`config.mk`:
```
export PLATFORM = sky130hd
export DESIGN_NAME = linear_scan_priority_queue
export DESIGN_NICKNAME = d
export VERILOG_FILES = /design/src/rtl/lspq_pkg.sv /design/src/rtl/lspq_min_track.sv /design/src/rtl/linear_scan_priority_queue.sv
export SDC_FILE = /design/constraint.sdc
export NUM_CORES = 1
export LEC_CHECK = 0
export ABC_CLOCK_PERIOD_IN_PS = 5370
export BUFFER_PORTS_ARGS = -buffer_cell sky130_fd_sc_hd__buf_2
export CAP_MARGIN = 10
export CORE_MARGIN = 2
export CORE_UTILIZATION = 30
export DETAILED_ROUTE_END_ITERATION = 12
export GPL_TIMING_DRIVEN = 0
export SLEW_MARGIN = 30
export SYNTH_ARGS = -nofsm -noshare
export SYNTH_HDL_FRONTEND = slang
export SYNTH_SLANG_ARGS = --single-unit
```
`constraint.sdc`:
```
create_clock -name clk -period 5.37 [get_ports clk]
set_clock_uncertainty 0.05 [all_clocks]
set_input_delay 0.537 -clock clk [delete_from_list [all_inputs] [get_ports clk]]
set_output_delay 0.537 -clock clk [all_outputs]
set_load 0.1 [all_outputs]
```
`src/rtl/lspq_pkg.sv`:
```
// shared types, constants and codes for the linear scan priority queue
package lspq_pkg;

  localparam int DEPTH = 64;
  localparam int IDX_W = $clog2(DEPTH);
  localparam int CNT_W = $clog2(DEPTH + 1);
  localparam int OCC_W = 7;

  typedef enum logic {
    FUNC_ENQ = 1'b0,
    FUNC_DEQ = 1'b1
  } func_t;

  typedef enum logic [1:0] {
    ST_DONE  = 2'd0,
    ST_FULL  = 2'd1,
    ST_EMPTY = 2'd2
  } status_t;

  typedef enum logic [2:0] {
    S_IDLE,
    S_SCAN,
    S_DRAIN,
    S_LOAD,
    S_SHIFT
  } state_t;

  typedef struct packed {
    func_t       func;
    logic [15:0] entry_id;
    logic [7:0]  entry_priority;
  } cmd_t;

  typedef struct packed {
    status_t            status;
    logic [15:0]        served_id;
    logic [7:0]         served_priority;
    logic [OCC_W-1:0]   occupancy;
  } res_t;

  typedef struct packed {
    logic [15:0] id;
    logic [7:0]  prio;
  } word_t;

  typedef struct packed {
    logic clear;
    logic sample;
  } track_ctl_t;

endpackage

```
`src/rtl/lspq_min_track.sv`:
```
// running minimum of the scanned entries, earliest index kept on ties
module lspq_min_track
  import lspq_pkg::*;
(
  input  logic             clk,
  input  logic             rst,
  input  track_ctl_t       ctl,
  input  logic [IDX_W-1:0] idx,
  input  word_t            word,
  output word_t            best_word,
  output logic [IDX_W-1:0] best_idx
);

  logic have;
  logic take;

  assign take = ctl.sample && (!have || (word.prio < best_word.prio));

  always_ff @(posedge clk) begin
    if (rst) begin
      have <= 1'b0;
    end else if (ctl.clear) begin
      have <= 1'b0;
    end else if (ctl.sample) begin
      have <= 1'b1;
    end
  end

  always_ff @(posedge clk) begin
    if (take && !ctl.clear) begin
      best_word <= word;
      best_idx  <= idx;
    end
  end

endmodule

```
`src/rtl/linear_scan_priority_queue.sv`:
```
// top level: store memory, scan and compaction sequencer
//
//  channel  signals              handshake
//  -------  -------------------  -------------------------------------
//  input    cmd (cmd_t)          beat taken when start && !busy
//  output   result (res_t)       beat shown one cycle with done high
//
// an enqueue gives its result the cycle after it is taken and busy stays low.
// a dequeue keeps busy high through two passes over the store, set by the single
// read port of the store: one pass reads all n held entries, a second moves the
// entries behind the winner down. its result follows in the first cycle with busy low.
// rst is synchronous and clears the count and sequencer; the store needs no clearing.
// the receiver cannot stall: each result is valid for its one cycle only.
module linear_scan_priority_queue
  import lspq_pkg::*;
(
  input  logic clk,
  input  logic rst,
  input  logic start,
  output logic busy,
  input  cmd_t cmd,
  output logic done,
  output res_t result
);

  word_t mem [DEPTH];

  state_t           state, state_next;
  logic [CNT_W-1:0] count, count_next;
  logic [CNT_W-1:0] ptr, ptr_next;
  logic [CNT_W-1:0] pend_ptr, pend_ptr_next;
  logic             pend, pend_next;
  logic             done_next;
  res_t             result_next;

  logic             rd_en;
  logic [CNT_W-1:0] rd_addr;
  word_t            rd_data;
  logic             wr_en;
  logic [CNT_W-1:0] wr_addr;
  word_t            wr_data;

  track_ctl_t       trk_ctl;
  word_t            best_word;
  logic [IDX_W-1:0] best_idx;

  lspq_min_track u_track (
    .clk       (clk),
    .rst       (rst),
    .ctl       (trk_ctl),
    .idx       (pend_ptr[IDX_W-1:0]),
    .word      (rd_data),
    .best_word (best_word),
    .best_idx  (best_idx)
  );

  always_ff @(posedge clk) begin
    if (rd_en) begin
      rd_data <= mem[rd_addr[IDX_W-1:0]];
    end
    if (wr_en) begin
      mem[wr_addr[IDX_W-1:0]] <= wr_data;
    end
  end

  assign busy = (state != S_IDLE);

  always_comb begin
    state_next    = state;
    count_next    = count;
    ptr_next      = ptr;
    pend_next     = pend;
    pend_ptr_next = pend_ptr;
    done_next     = 1'b0;
    result_next   = result;
    rd_en         = 1'b0;
    rd_addr       = ptr;
    wr_en         = 1'b0;
    wr_addr       = count;
    wr_data       = word_t'{id: cmd.entry_id, prio: cmd.entry_priority};
    trk_ctl       = '0;
    unique case (state)
      S_IDLE: begin
        if (start) begin
          result_next.served_id       = '0;
          result_next.served_priority = '0;
          unique case (cmd.func)
            FUNC_ENQ: begin
              done_next = 1'b1;
              if (count == CNT_W'(DEPTH)) begin
                result_next.status = ST_FULL;
              end else begin
                result_next.status = ST_DONE;
                wr_en      = 1'b1;
                count_next = count + CNT_W'(1);
              end
              result_next.occupancy = OCC_W'(count_next);
            end
            FUNC_DEQ: begin
              if (count == '0) begin
                done_next             = 1'b1;
                result_next.status    = ST_EMPTY;
                result_next.occupancy = '0;
              end else begin
                trk_ctl.clear = 1'b1;
                ptr_next      = '0;
                pend_next     = 1'b0;
                state_next    = S_SCAN;
              end
            end
            default: ;
          endcase
        end
      end
      S_SCAN: begin
        trk_ctl.sample = pend;
        rd_en          = 1'b1;
        rd_addr        = ptr;
        pend_next      = 1'b1;
        pend_ptr_next  = ptr;
        ptr_next       = ptr + CNT_W'(1);
        if (ptr == count - CNT_W'(1)) begin
          state_next = S_DRAIN;
        end
      end
      S_DRAIN: begin
        trk_ctl.sample = pend;
        pend_next      = 1'b0;
        state_next     = S_LOAD;
      end
      S_LOAD: begin
        ptr_next   = CNT_W'(best_idx) + CNT_W'(1);
        state_next = S_SHIFT;
      end
      S_SHIFT: begin
        if (pend) begin
          wr_en   = 1'b1;
          wr_addr = pend_ptr - CNT_W'(1);
          wr_data = rd_data;
        end
        if (ptr < count) begin
          rd_en         = 1'b1;
          rd_addr       = ptr;
          pend_next     = 1'b1;
          pend_ptr_next = ptr;
          ptr_next      = ptr + CNT_W'(1);
        end else begin
          pend_next = 1'b0;
          if (!pend) begin
            count_next                  = count - CNT_W'(1);
            done_next                   = 1'b1;
            result_next.status          = ST_DONE;
            result_next.served_id       = best_word.id;
            result_next.served_priority = best_word.prio;
            result_next.occupancy       = OCC_W'(count_next);
            state_next                  = S_IDLE;
          end
        end
      end
      default: begin
        state_next = S_IDLE;
      end
    endcase
  end

  always_ff @(posedge clk) begin
    if (rst) begin
      state <= S_IDLE;
      count <= '0;
      pend  <= 1'b0;
      done  <= 1'b0;
    end else begin
      state <= state_next;
      count <= count_next;
      pend  <= pend_next;
      done  <= done_next;
    end
  end

  always_ff @(posedge clk) begin
    ptr      <= ptr_next;
    pend_ptr <= pend_ptr_next;
    result   <= result_next;
  end

endmodule

```
; ---- After elaboration in Yosys (flattened, before gate mapping)
; Memories as Yosys holds them, arrays and structs flattened. A register that Yosys moved wholly into a read port is not among the register bits.
; Index checks and enable logic that the tools add are counted.
[totals]
ff_bits = 89
mem_bits_rw = 1536
inputBits = 28
output_inout_bits = 35
elab_cells = 116
n_memories = 1
[mem_list]
columns = memory, words, word_bits, read_ports, rd_clocked_by_memory_dff, wr, line
row1 = mem, 64, 24, 1, 1, 1, linear_scan_priority_queue.sv:26  ; word_t mem [DEPTH];
[op_classes]
n_addsub = 5
n_lt_le_gt_ge = 2
eq_ne = 15
mux = 57
n_bitwise = 1
n_reduce_logical = 21
[ops]
columns = op, n
row1 = 33-bit 2-to-1 mux, 3
row2 = 7-bit 2-to-1 mux, 10
row3 = 33-bit case mux with 2 select lines, 1
row4 = 24-bit 2-to-1 mux, 2
row5 = 7-bit case mux with 2 select lines, 2
row6 = 7-bit case mux with 4 select lines, 1
row7 = 1-bit 2-to-1 mux, 20
row8 = 3-bit 2-to-1 mux, 6
row9 = 6-bit 2-to-1 mux, 3
row10 = 2-bit != test (second input constant), 8
row11 = 3-bit case mux with 5 select lines, 1
row12 = 5-bit AND reduction, 3
row13 = 7-bit by 1-bit adder with 7-bit output (second input constant), 2
row14 = 6-bit case mux with 2 select lines, 1
row15 = 8-bit < comparator, 1
row16 = 1-bit case mux with 2 select lines, 4
row17 = 4-bit AND reduction, 2
row18 = 4-bit nonzero test, 2
row19 = 6-bit by 1-bit adder with 7-bit output (second input constant), 1
row20 = 7-bit == test, 1
row21 = 7-bit == test (second input constant), 1
row22 = 7-bit zero test, 1
row23 = 7-bit < comparator, 1
row24 = 7-bit by 1-bit subtractor with 7-bit output (second input constant), 1
row25 = 18 further kinds, 23

; ---- Logic depth before layout (Yosys ltp)
[depth]
depth_word = 7
depth_mapped = 12
depth_no_buf = 8

; ---- Modules after synthesis
; Synthesis repeated with hierarchy kept, for this count alone.
[unflattened]
hier_cells = 3110
area_unflattened_um2 = 63875.0
[modules_own_cells]
columns = mod, instances, cells_each, area_per_inst_um2, seq_area_each_um2
row1 = linear_scan_priority_queue, 1, 3052, 62755.2, 48466.5
row2 = lspq_min_track, 1, 58, 1119.8, 920.9

; ---- Worst setup path before layout
; OpenSTA, ideal clock, no wires.
[synth_path]
kind = register to register
start = register ptr[0]
end = register, netlist name rd_data[0]
setup_time_ps = 447
arrival_ps = 3516
slack_ps = 1357
path_stages_with_launch = 11
n_path_buf = 4
period_less_slack_ps = 4013
cell_sequence = edfxtp_1 -> buf_6 -> buf_6 -> buf_6 -> buf_4 -> inv_1 -> ha_1 -> nor2b_1 -> o21ai_0 -> a21oi_1 -> o32ai_1
[synth_between]
elab_chain_cells = 3
[synth_lines]
columns = item, line
row1 = "start, declared", linear_scan_priority_queue.sv:30  ; logic [CNT_W-1:0] ptr, ptr_next;
row2 = "start signal, assigned", linear_scan_priority_queue.sv:181  ; ptr <= ptr_next;
row3 = 7-bit < comparator, linear_scan_priority_queue.sv:141  ; if (ptr < count) begin
row4 = 1-bit 2-to-1 mux, linear_scan_priority_queue.sv:141
row5 = 1-bit case mux with 2 select lines, linear_scan_priority_queue.sv:82  ; unique case (state)
; Parallel ways exist; a longest one is shown, timed or not.
; A chain may end at the register's enable or synchronous reset.

; ---- Worst setup path after layout
[layout_path]
start = register ptr[1]
end = register, netlist name rd_data[16]
[layout_between]
elab_chain_cells = 3
[layout_lines]
columns = item, line
row1 = 7-bit < comparator, linear_scan_priority_queue.sv:141
row2 = 1-bit 2-to-1 mux, linear_scan_priority_queue.sv:141
row3 = 1-bit case mux with 2 select lines, linear_scan_priority_queue.sv:82
; Parallel ways exist; a longest one is shown, timed or not.

==> metrics.txt <==
status finished, final reports clean; crit-path max FO 10; TNS Setup 0 ns; worst slew pin tran 1.11 ns; hold crit path type input port to flip-flop; critical path type flip-flop to flip-flop; Setup Fix Bufs, Post-CTS 0; Syn Nets 2922; synth unique cells 57; I/O Buffers 60; Die Width 465 µm; RSZ-0062 raised after global routing no; Synth-to-Final Area Change 17.6%; most frequent cells in the layout 1636 x edfxtp_1, 396 x mux4_2, 156 x clkbuf_16; Yosys top cell by area edfxtp_1; Filler cells 19200; placed cell count 5834; DP Area 0.0702 mm²; multi-input logic area 0.0141 mm²; DR iter-0 viols 3769; TritonCTS Sinks 1649; worst-case vdd ir drop 0.000521 V; clock latency on the worst-skew pair 0.80 ns; gpl congestion 0.897; Crit path buffers/inverters 3; Initial Util 0.301; Die Y 465 µm; top cell type's share of synthesized area 0.771; die area 0.216 mm²; Tcrit/Tclk final 0.873; GRT overflow 0; top cell family by delay on the critical path buffers and inverters; max frequency 213 MHz; CP startpoint kind flip-flop; routed vias 31200; final design area excluding fillers 0.0749 mm²; endpoints failing hold 0; Critical Path AT 5.06 ns; # hold bufs at CTS 0; number of flops mapped to enable cells by yosys 1636; syn avg cell area 22.2 µm²; layout net count 3214; CP Cell Sequence buf_2 -> buf_2 -> clkbuf_1 -> mux4_2 -> a22oi_1 -> nand2_1 -> a22oi_1 -> o221ai_1; Root Buffer Master clkbuf_16; cts repair resizes 0; Critical Path Slowest Stage Cell a22oi_1; first-pass GRT wire length 234000 µm; post-synthesis instance area 0.0637 mm²; H-tree depth 4; I/O Pins 63; clock slew at reported path FFs 0.06 ns; crit end category flip-flop; slowest stage delay, CP 0.83 ns; Remaining DRCs 0; FF+latch count, synth 1649; Yosys Warn Count 0; post-route antenna net violation count 0; core area 0.212 mm²; register area share after synthesis 0.775; Post-Synthesis Cells 2875; Final Max Tran Viols 0; Slew HR 0.259; maxcap violations 0; Routed WL per cell 27.1 µm; Top FF cell, synth edfxtp_1; CTS tree yes; Lkg Pwr 0.0230 µW; final WL 166000 µm; FF+latch area 0.0494 mm²; worst endpoint required time 5.74 ns; CTS Buffer Depth 3; dominant cells by area after synthesis edfxtp_1 77%, mux4_2 14%, a22oi_1 1.1%, mux2_2 0.74%, nor2_1 0.72%; row count 169; async set-or-reset flop fraction in the synthesized netlist 0; Finished Core Util 0.354; hpwl dp 109000 µm; setup violators final 0; TritonRoute pass-1 iters 6; layout cells sized above 1 0.290; total track usage 0.151; initial antenna violation count 4; drt via density 5.11; vias in the first global route 30800; Tmin final 4.69 ns; commonest non-fill, non-tap cell in the layout edfxtp_1; Cell Pwr Density 468 mW/mm²; final std cells w/o fill 6110; Num CTS Buffers 152; largest net degree at the start of global routing 65
## tightest hold or removal path: cells and delay by family
family	cells	cell delay [ns]
buf+inv	1	0.18
mux	1	0.14
simple gates	1	0.12
## layer usage
metal	global-route usage	routed length [µm]	vias up	share of wire
met5	0	0	-	0
met4	0.0555	5800	0	0.035
met3	0.0271	12400	236	0.075
met2	0.244	79900	1410	0.48
met1	0.203	67500	16800	0.41
li1	-	-	12800	-
## metrics by stage
stage / total power, µW / hold slack, ns / setup WS (ns)
detailed placement: 24800 / 0.388 / 0.884
CTS: 35200 / 0.145 / 0.869
finish: 35100 / 0.190 / 0.683
global placement: 24600 / 0.382 / -0.121
floorplan: 21200 / 0.370 / 1.36
global route: 36100 / 0.198 / 0.808
## cells in the mapped netlist, drive strengths merged, types with 14 or more instances
library cell,count
a21oi,24
a221oi,38
a22o,42
a22oi,90
and2,21
buf,88
clkbuf,65
edfxtp,1636
ha,19
inv,26
mux2,42
mux2i,14
mux4,396
nand2,74
nor2,123
o21ai,17
o221ai,19
xnor2,15
## power by group
part           switching (µW)  total [µW]  internal, µW
logic                    6230        9730          3500
clock network            4710       10500          5830
registers                 176       14800         14600
## worst paths after layout
| kind | startpoint | to | slack, ns | depth (start not counted) |
|---|---|---|---|---|
| worst min register to register | rd_data[17] | u_track.best_word[17] | 0.40 | 0 |
| worst min-delay path | rst | count[6] | 0.19 | 3 |
| worst max register to register | ptr[1] | rd_data[16] | 0.68 | 8 |
| worst max-delay path | ptr[1] | rd_data[16] | 0.68 | 8 |
## sequential cells by signal, indices dropped and copies added, names as in the netlist
signal / cells
rd_data: 24
u_track.best_idx: 6
state: 3
result: 33
mem: 1536
done: 1
count: 7
ptr: 7
pend_ptr: 6
pend: 1
u_track.best_word: 24
u_track.have: 1
## final cells by class
cell class,count,area share
clock inverter,89,0.00973
timing repair buffer,138,0.0305
buffer,153,0.0108
multi-input combinational,1047,0.188
sequential,1649,0.659
inverter,26,0.00130
clock buffer,186,0.0537
antenna,1,0.0000334
tap,2821,0.0471
## cells by family (layout without fill, tap and decap cells)
kind of cell,after synthesis,in the layout,synth area share
AO/OA/AOI/OAI,276,276,0.0346
XOR/XNOR,25,25,0.00344
adder cells (fa/ha/maj),19,19,0.00373
buffers and inverters,179,592,0.0142
flip-flops,1649,1649,0.775
multiplexers,452,452,0.150
other,0,1,0
AND/OR/NAND/NOR,275,275,0.0195
(Power assumes the default switching activity.)
